--- config.mk ---
export PLATFORM = sky130hd
export DESIGN_NAME = stepper_position_controller_unit
export DESIGN_NICKNAME = d
export VERILOG_FILES = /design/src/rtl/core/spc_pkg.sv /design/src/rtl/core/spc_goal.sv /design/src/rtl/core/spc_step.sv /design/src/rtl/core/stepper_position_controller_unit.sv
export SDC_FILE = /design/constraint.sdc
export NUM_CORES = 1
export LEC_CHECK = 0
export BUFFER_PORTS_ARGS = -buffer_cell sky130_fd_sc_hd__buf_2
export CAP_MARGIN = 10
export CORE_MARGIN = 4
export CORE_UTILIZATION = 25
export CTS_CLUSTER_DIAMETER = 150
export DETAILED_ROUTE_END_ITERATION = 12
export PLACE_DENSITY = 0.36
export SLEW_MARGIN = 0
export SYNTH_ARGS = -nofsm -noshare
export SYNTH_HDL_FRONTEND = slang
export SYNTH_HIERARCHICAL = 1
export SYNTH_SLANG_ARGS = --single-unit
--- constraint.sdc ---
create_clock -name aclk -period 9.7 [get_ports aclk]
set_input_delay 0.485 -clock aclk [delete_from_list [all_inputs] [get_ports aclk]]
set_output_delay 0.485 -clock aclk [all_outputs]
set_load 0.005 [all_outputs]
--- src/rtl/core/spc_pkg.sv ---
`timescale 1ns / 1ps
// Shared types, constants and the half-step coil table for the stepper position controller.
package spc_pkg;

    localparam logic [7:0] FULL_TRAVEL = 8'd100;
    localparam logic [7:0] SPU_RESET   = 8'd2;

    localparam logic [2:0] MODE_TICK  = 3'd0;
    localparam logic [2:0] MODE_OPEN  = 3'd1;
    localparam logic [2:0] MODE_CLOSE = 3'd2;
    localparam logic [2:0] MODE_STOP  = 3'd3;
    localparam logic [2:0] MODE_SET   = 3'd4;

    typedef struct packed {
        logic [7:0]  current_position;
        logic [7:0]  goal_position;
        logic [15:0] steps_left;
        logic        direction_up;
        logic        busy;
        logic [2:0]  phase_index;
        logic [3:0]  coil;
    } state_t;

    typedef struct packed {
        logic [7:0]  goal;
        logic [15:0] steps;
        logic        up;
    } move_t;

    typedef struct packed {
        logic [3:0] coil_drive;
        logic       moving;
        logic [7:0] position;
        logic       limit_stopped;
        logic       move_done;
    } result_t;

    function automatic logic [3:0] half_step_pattern(input logic [2:0] phase);
        logic [3:0] pat;
        case (phase)
            3'd0:    pat = 4'h1;
            3'd1:    pat = 4'h3;
            3'd2:    pat = 4'h2;
            3'd3:    pat = 4'h6;
            3'd4:    pat = 4'h4;
            3'd5:    pat = 4'hC;
            3'd6:    pat = 4'h8;
            3'd7:    pat = 4'h9;
            default: pat = 4'h0;
        endcase
        return pat;
    endfunction

endpackage

--- src/rtl/core/spc_goal.sv ---
`timescale 1ns / 1ps
// Goal selection and half-step count for a move command.
module spc_goal (
    input  logic [2:0]         mode,
    input  logic signed [31:0] target_value,
    input  logic [7:0]         current_position,
    input  logic [7:0]         steps_per_unit,
    output spc_pkg::move_t     move
);

    logic [7:0] goal;
    logic [7:0] distance;
    logic [7:0] spu;

    always_comb begin
        case (mode)
            spc_pkg::MODE_OPEN:  goal = spc_pkg::FULL_TRAVEL;
            spc_pkg::MODE_CLOSE: goal = 8'd0;
            spc_pkg::MODE_SET: begin
                if (target_value[31]) begin
                    goal = 8'd0;
                end else if (target_value[30:0] > {23'd0, spc_pkg::FULL_TRAVEL}) begin
                    goal = spc_pkg::FULL_TRAVEL;
                end else begin
                    goal = target_value[7:0];
                end
            end
            default:             goal = 8'd0;
        endcase
    end

    assign spu      = (steps_per_unit == 8'd0) ? 8'd1 : steps_per_unit;
    assign distance = (goal > current_position) ? (goal - current_position)
                                                : (current_position - goal);

    assign move.goal  = goal;
    assign move.up    = goal > current_position;
    assign move.steps = {8'd0, distance} * {8'd0, spu};

endmodule

--- src/rtl/core/spc_step.sv ---
`timescale 1ns / 1ps
// Next-state and flag logic for one transaction of the stepper position controller.
module spc_step (
    input  logic [2:0]      mode,
    input  logic            open_limit_hit,
    input  logic            close_limit_hit,
    input  spc_pkg::state_t cur,
    input  spc_pkg::move_t  move,
    output spc_pkg::state_t nxt,
    output logic            limit_stopped,
    output logic            move_done
);

    always_comb begin
        nxt           = cur;
        limit_stopped = 1'b0;
        move_done     = 1'b0;
        case (mode)
            spc_pkg::MODE_TICK: begin
                if (cur.busy) begin
                    if (cur.steps_left == 16'd0) begin
                        nxt.coil             = 4'h0;
                        nxt.current_position = cur.goal_position;
                        nxt.busy             = 1'b0;
                        move_done            = 1'b1;
                    end else if (cur.direction_up && open_limit_hit) begin
                        nxt.current_position = spc_pkg::FULL_TRAVEL;
                        nxt.coil             = 4'h0;
                        nxt.busy             = 1'b0;
                        limit_stopped        = 1'b1;
                    end else if (!cur.direction_up && close_limit_hit) begin
                        nxt.current_position = 8'd0;
                        nxt.coil             = 4'h0;
                        nxt.busy             = 1'b0;
                        limit_stopped        = 1'b1;
                    end else begin
                        nxt.coil        = spc_pkg::half_step_pattern(cur.phase_index);
                        nxt.phase_index = cur.direction_up ? (cur.phase_index + 3'd1)
                                                           : (cur.phase_index - 3'd1);
                        nxt.steps_left  = cur.steps_left - 16'd1;
                    end
                end
            end
            spc_pkg::MODE_OPEN, spc_pkg::MODE_CLOSE, spc_pkg::MODE_SET: begin
                if (!cur.busy) begin
                    nxt.goal_position = move.goal;
                    nxt.direction_up  = move.up;
                    nxt.steps_left    = move.steps;
                    if (move.steps == 16'd0) begin
                        nxt.coil             = 4'h0;
                        nxt.current_position = move.goal;
                        nxt.busy             = 1'b0;
                        move_done            = 1'b1;
                    end else begin
                        nxt.busy = 1'b1;
                    end
                end
            end
            spc_pkg::MODE_STOP: begin
                nxt.busy = 1'b0;
                nxt.coil = 4'h0;
            end
            default: begin
                nxt = cur;
            end
        endcase
    end

endmodule

--- src/rtl/core/stepper_position_controller_unit.sv ---
`timescale 1ns / 1ps
// Top level of the half-step stepper position controller.
//
// The s_ channel carries one command per transaction: a tick (one step period, with the
// two limit switch levels), open, close, stop, or set position with a target value.
// The m_ channel returns exactly one result per command: coil levels, the moving flag,
// the believed position, and the limit-stopped and move-done flags after that command.
// The cfg_ channel writes steps_per_unit and is always ready; write it only while idle.
// A command is captured in an input register and then evaluated against the motor
// state; its result is held in a result register until the receiver takes it.
// The state update is a single pass of short logic with one 8 by 8 multiplier for the
// step count, so one command is accepted in every cycle when the receiver keeps up.
// When the receiver stalls, the result register holds and the input register keeps one
// further command; s_ready then falls until the result is taken.
// Reset clears the position, stops any move, turns the coils off, sets the phase to zero
// and loads steps_per_unit with 2. Both channels come out of reset empty.
module stepper_position_controller_unit (
    input  logic               aclk,
    input  logic               aresetn,
    input  logic               s_valid,
    output logic               s_ready,
    input  logic [2:0]         s_mode,
    input  logic signed [31:0] s_target_value,
    input  logic               s_open_limit_hit,
    input  logic               s_close_limit_hit,
    output logic               m_valid,
    input  logic               m_ready,
    output logic [3:0]         m_coil_drive,
    output logic               m_moving,
    output logic [7:0]         m_position,
    output logic               m_limit_stopped,
    output logic               m_move_done,
    input  logic               cfg_valid,
    output logic               cfg_ready,
    input  logic [7:0]         cfg_steps_per_unit
);

    logic               in_valid_reg;
    logic [2:0]         mode_reg;
    logic signed [31:0] target_reg;
    logic               open_hit_reg;
    logic               close_hit_reg;
    logic               m_valid_reg;
    spc_pkg::result_t   result_reg;
    spc_pkg::result_t   result_next;
    spc_pkg::state_t    state_reg;
    spc_pkg::state_t    state_next;
    spc_pkg::move_t     move;
    logic [7:0]         spu_reg;
    logic               out_free;
    logic               proc;
    logic               limit_stopped;
    logic               move_done;

    assign out_free  = !m_valid_reg || m_ready;
    assign proc      = in_valid_reg && out_free;
    assign s_ready   = !in_valid_reg || out_free;
    assign cfg_ready = 1'b1;

    spc_goal u_goal (
        .mode             (mode_reg),
        .target_value     (target_reg),
        .current_position (state_reg.current_position),
        .steps_per_unit   (spu_reg),
        .move             (move)
    );

    spc_step u_step (
        .mode            (mode_reg),
        .open_limit_hit  (open_hit_reg),
        .close_limit_hit (close_hit_reg),
        .cur             (state_reg),
        .move            (move),
        .nxt             (state_next),
        .limit_stopped   (limit_stopped),
        .move_done       (move_done)
    );

    always_comb begin
        result_next.coil_drive    = state_next.coil;
        result_next.moving        = state_next.busy;
        result_next.position      = state_next.current_position;
        result_next.limit_stopped = limit_stopped;
        result_next.move_done     = move_done;
    end

    always_ff @(posedge aclk) begin
        if (!aresetn) begin
            in_valid_reg <= 1'b0;
            m_valid_reg  <= 1'b0;
            state_reg    <= '0;
            spu_reg      <= spc_pkg::SPU_RESET;
        end else begin
            if (s_ready) begin
                in_valid_reg <= s_valid;
            end
            if (out_free) begin
                m_valid_reg <= proc;
            end
            if (proc) begin
                state_reg <= state_next;
            end
            if (cfg_valid && cfg_ready) begin
                spu_reg <= cfg_steps_per_unit;
            end
        end
    end

    always_ff @(posedge aclk) begin
        if (s_valid && s_ready) begin
            mode_reg      <= s_mode;
            target_reg    <= s_target_value;
            open_hit_reg  <= s_open_limit_hit;
            close_hit_reg <= s_close_limit_hit;
        end
        if (proc) begin
            result_reg <= result_next;
        end
    end

    assign m_valid         = m_valid_reg;
    assign m_coil_drive    = result_reg.coil_drive;
    assign m_moving        = result_reg.moving;
    assign m_position      = result_reg.position;
    assign m_limit_stopped = result_reg.limit_stopped;
    assign m_move_done     = result_reg.move_done;

`ifndef ASSERT_OFF
    a_coils_only_when_busy: assert property (@(posedge aclk) disable iff (!aresetn)
        (state_reg.coil != 4'h0) |-> state_reg.busy)
        else $error("Coils are driven while no move is running.");

    a_position_in_range: assert property (@(posedge aclk) disable iff (!aresetn)
        state_reg.current_position <= spc_pkg::FULL_TRAVEL)
        else $error("Believed position is beyond full travel.");

    a_flags_only_when_stopped: assert property (@(posedge aclk) disable iff (!aresetn)
        (m_valid && m_moving) |-> (!m_limit_stopped && !m_move_done))
        else $error("A move end flag is set on a result that is still moving.");

    a_result_tracks_state: assert property (@(posedge aclk) disable iff (!aresetn)
        proc |=> (m_valid && m_position == state_reg.current_position
                  && m_moving == state_reg.busy))
        else $error("Result does not match the state it was taken from.");
`endif

endmodule
# Word-level counts from Yosys, hierarchy flattened
# Memories as Yosys holds them, arrays and structs flattened. A register that Yosys moved wholly into a read port is not among the register bits.
# Index checks and enable logic that the tools add are counted.
[classes] add_sub_neg=5 bitwise_logic=5 n_eq_ne=9 n_reduce_logical=19 n_mul=1 mux=42 magnitude_cmp=2
[op_table] operator="8-bit two-way mux" count=10
[op_table] operator="16-bit two-way mux" count=4
[op_table] operator="34-bit two-way mux" count=1
[op_table] operator="16-bit logical NOT" count=2
[op_table] operator="16-bit one-hot mux with 2 select lines" count=1
[op_table] operator="8-bit one-hot mux with 2 select lines" count=2
[op_table] operator="31-bit by 7-bit > comparator with 1-bit output, second input constant" count=1
[op_table] operator="4-bit two-way mux" count=5
[op_table] operator="3-bit two-way mux" count=6
[op_table] operator="8-bit by 8-bit multiplier with 16-bit output" count=1
[op_table] operator="16-bit by 1-bit subtractor with 16-bit output, second input constant" count=1
[op_table] operator="8-bit subtractor" count=2
[op_table] operator="4-bit one-hot mux with 3 select lines" count=1
[op_table] operator="1-bit two-way mux" count=10
[op_table] operator="2-bit != test, second input constant" count=5
[op_table] operator="8-bit > comparator" count=1
[op_table] operator="8-bit logical NOT" count=1
[op_table] operator="7-bit AND reduction" count=1
[op_table] operator="3-bit by 2-bit == test with 1-bit output, second input constant" count=2
[op_table] operator="6-bit AND reduction" count=1
[op_table] operator="3-bit OR reduction" count=2
[op_table] operator="1-bit inverter" count=5
[op_table] operator="1-bit logical AND" count=4
[op_table] operator="3-bit by 1-bit adder with 3-bit output, second input constant" count=1
[op_table] operator="10 further kinds" count=13
[word_totals] output_inout_bits=18 input_bits=50 mem_count=1 romBits=32 elab_cells=103 reg_bits=103
[mem_list] name="(no name shown)" depth=8 word_bits=4 rd=1 rd_clocked_by_memory_dff=1 write_ports=0 line="spc_pkg.sv:40" rtl="case (phase)"

# Logic depth before layout (Yosys ltp)
[depth] word_depth=11 mapped_depth=37 mapped_depth_nobuf=36

# Hierarchy
# Netlist, hierarchy kept.
[modules_own_cells] mod="stepper_position_controller_unit" instances=1 cells_each=267 seq_area_each_um2=2582.5 area_per_inst_um2=3636.0
[modules_own_cells] mod="spc_goal" instances=1 cells_each=371 seq_area_each_um2=0.0 area_per_inst_um2=2992.9
[modules_own_cells] mod="spc_step" instances=1 cells_each=248 seq_area_each_um2=0.0 area_per_inst_um2=1516.5

# Worst setup path after synthesis
# OpenSTA, ideal clock, no wires.
[synth_timing] path_type="flip-flop to flip-flop" start="register mode_reg[0]" end="register result_reg (netlist bit m_position[0]) (data pin)" setup_ns=0.258 path_buffers=1 required_time_ns=9.442 period_less_slack_ns=8.156 arrival_time_ns=7.898 stages_incl_launch_ff=31 setup_slack_ns=1.544 path_cell_list="edfxtp_1 -> or4b_2 -> nor3_1 -> nand2_1 -> ha_1 -> buf_2 -> and2_1 -> or3b_4 -> o21ai_4 -> inv_4 -> mux2i_1 -> xnor2_1 -> nand2_1 -> fa_1 -> fa_1 -> inv_1 -> fa_1 -> inv_1 -> fa_1 -> inv_1 -> ha_1 -> nor2b_1 -> o31a_1 -> or2_2 -> a21oi_1 -> xnor2_1 -> nor4_1 -> nand3_1 -> nor3_2 -> nor2_1 -> a21o_1"
[synth_lines] item="start: declaration" line="stepper_position_controller_unit.sv:39" rtl="logic [2:0] mode_reg;"
[synth_lines] item="start signal: assignment" line="stepper_position_controller_unit.sv:111" rtl="mode_reg <= s_mode;"
[synth_lines] item="end signal: assignment" line="stepper_position_controller_unit.sv:117" rtl="result_reg <= result_next;"
[synth_lines] item="end: declaration" line="stepper_position_controller_unit.sv:44" rtl="spc_pkg::result_t result_reg;"

==> metrics.txt <==
chip height=189 µm; CTS tree=done; clock network power share=30.5%; vias per inst=4.56; Max Slew Vio Count=0; Cell Area, Synth=8150 µm²; TritonCTS buffer count=9; global-route wire length before repair=36,500 µm; DR pass1 iterations=5; routed length per instance=16.1 µm; Synth Flop Type=edfxtp_1; Initial Utilization=25.5%; Max Cap Viol=0; Yosys reg bits=103; slowest CP cell=or4b_2; max FFs per register=41; Critical Path Fanout Max=9; clock skew=11.9 ps; Antenna diodes=0; Min-Delay Path Class=in2reg; Crit path required time=9910 ps; Total GRT Usage=12.8%; drt first-iter violations=283; Top Ports=68; die area=35,500 µm²; clock-pin slew on the worst setup and hold paths=80 ps; logic gate share of total power=29.0%; Row Count=65; startpoint types=flip-flop; share of post-route cells with drive strength above 1=12.4%; Synth area leader=edfxtp_1; internal power=806 µW; setup_tns=0 ps; largest cells by area after synthesis=edfxtp_1 (19%), dfxtp_1 (13%), fa_1 (9.6%); Crit path arrival time=9310 ps; CP Buf/Inv Count=7; CTS sink count=103; pwr dens=133 nW/µm²; initial antenna violation count=0; Synth Instances=886; Post-synth ARST share=0%; Post-synth EDFFs=52; Detail Route Antenna Nets=0; critical path class=reg2reg; GP Congestion=0.783; Layout area overhead=12.6%; Final Critical Period=9100 ps; Synth top area share=19.2%; largest net degree at the start of global routing=93; Fmax=0.110 GHz; vias=6,281; root buffer cell=clkbuf_16; vias in the first global route=6,593; worst slew pin tran=994 ps; Clock Tree Buf Depth=2; die width=189 µm; global route overflow=0; Reg power frac=40.5%; Crit. End Element=flip-flop; CTS H-tree depth=3; WHS=289 ps; Net Sw Frac=34.0%; Max VDD drop=80.9 µV; final wirelength=22,200 µm; final net count=1,079; final setup violation count=0; static leakage=3.90 nW; slowest cell delay on critical path=750 ps; hold_buf cts=0; Slew headroom=33.7%; RSZ-0062 raised after global routing=false; top-count cell post-synth=nand2_1; Detail Placement HPWL=16,500 µm; most instantiated cells after synthesis=nand2_1 (142), inv_1 (79), mux2i_1 (62), ha_1 (53), edfxtp_1 (52); switching power=416 µW; final hold viol count=0; outcome=finished clean; Tcrit/Tclk final=93.9%; YS warnings=6; syn avg cell area=9.19 µm²; core area=31,900 µm²; Netlist cell types=76; Worst-Skew Late Latency=360 ps; sequential-to-total area share from yosys stat=31.7%; Largest delay share family, worst path=simple AND/OR/NAND/NOR gates; DR DRC count=0; IO buf count=66
==> what timing repair did <==
action                     4_1_cts  5_1_grt
resized for setup                0        1
setup buffers                    0        0
setup endpoints to repair        0       23
==> per-layer routing <==
| layer | part of all wire, % | global-route usage, % | vias up |
|---|---|---|---|
| li1 | - | - | 3165 |
| met1 | 49 | 17.6 | 3015 |
| met2 | 47 | 21.3 | 83 |
| met3 | 2.3 | 1.67 | 18 |
| met4 | 1.7 | 3.73 | 0 |
| met5 | 0 | 0 | - |
==> cell families (layout without fill, tap and decap cells) <==
logic type | count (synthesis) | in the layout | synth area share [%]
simple gates | 351 | 351 | 22.0
compound gates | 134 | 134 | 11.6
buf+inv | 121 | 176 | 6.93
flops | 103 | 103 | 31.7
fa+ha+maj | 93 | 93 | 17.8
mux | 63 | 63 | 7.76
xor+xnor | 19 | 19 | 2.14
other cells | 2 | 3 | 0.0922
==> cell usage in the layout (no fill, tap or decap), types with 29 or more instances in the layout <==
cell,n
edfxtp_1,52
nor2_1,37
and2_1,44
nand2_1,142
inv_1,79
fa_1,39
dfxtp_1,51
ha_1,53
buf_2,66
mux2i_1,62
a21oi_1,29
==> final timing paths <==
check / to / from / cells past startpoint / slack [ps]
worst max-delay path: state_reg[34]$_SDFFE_PN0P_ / target_reg[31]$_DFFE_PP_ / 34 / 600
worst min-delay path: target_reg[31]$_DFFE_PP_ / s_target_value[31] / 1 / 290
worst max register to register: state_reg[34]$_SDFFE_PN0P_ / target_reg[31]$_DFFE_PP_ / 34 / 600
worst min register to register: state_reg[1]$_SDFFE_PN0P_ / state_reg[1]$_SDFFE_PN0P_ / 2 / 460
==> through the flow <==
| stage | cells | worst slack (ps) | area (µm²) | utilization (%) | power (mW) |
|---|---|---|---|---|---|
| after global placement | 1361 | 655 | 8870 | 27.8 | 0.872 |
| final | 1377 | 596 | 9170 | 28.8 | 1.22 |
| after detailed placement | 1361 | 517 | 8870 | 27.8 | 0.865 |
| after CTS | 1377 | 489 | 9170 | 28.7 | 1.25 |
| after floorplan | 887 | 1540 | 8150 | - | 0.756 |
| after global routing | 1377 | 2.31 | 9170 | 28.8 | 1.31 |
==> final cells by class <==
cell class | instances | area, µm²
Clock buffer | 11 | 254
Clock inverter | 5 | 37.5
Fill cell | 3478 | 22700
Inverter | 80 | 303
Multi-Input combinational cell | 663 | 5020
Sequential cell | 103 | 2580
Tap cell | 435 | 544
Timing Repair Buffer | 80 | 435
==> power groups by stage <==
stage / Sequential (mW) / Clock [mW] / Combinational [mW]
after detailed placement: 0.505 / 0 / 0.360
final: 0.495 / 0.372 / 0.354
after global routing: 0.499 / 0.403 / 0.405
after global placement: 0.506 / 0 / 0.365
after floorplan: 0.497 / 0 / 0.259
after CTS: 0.496 / 0.391 / 0.362
No activity file was read; power rests on OpenSTA's default activity.
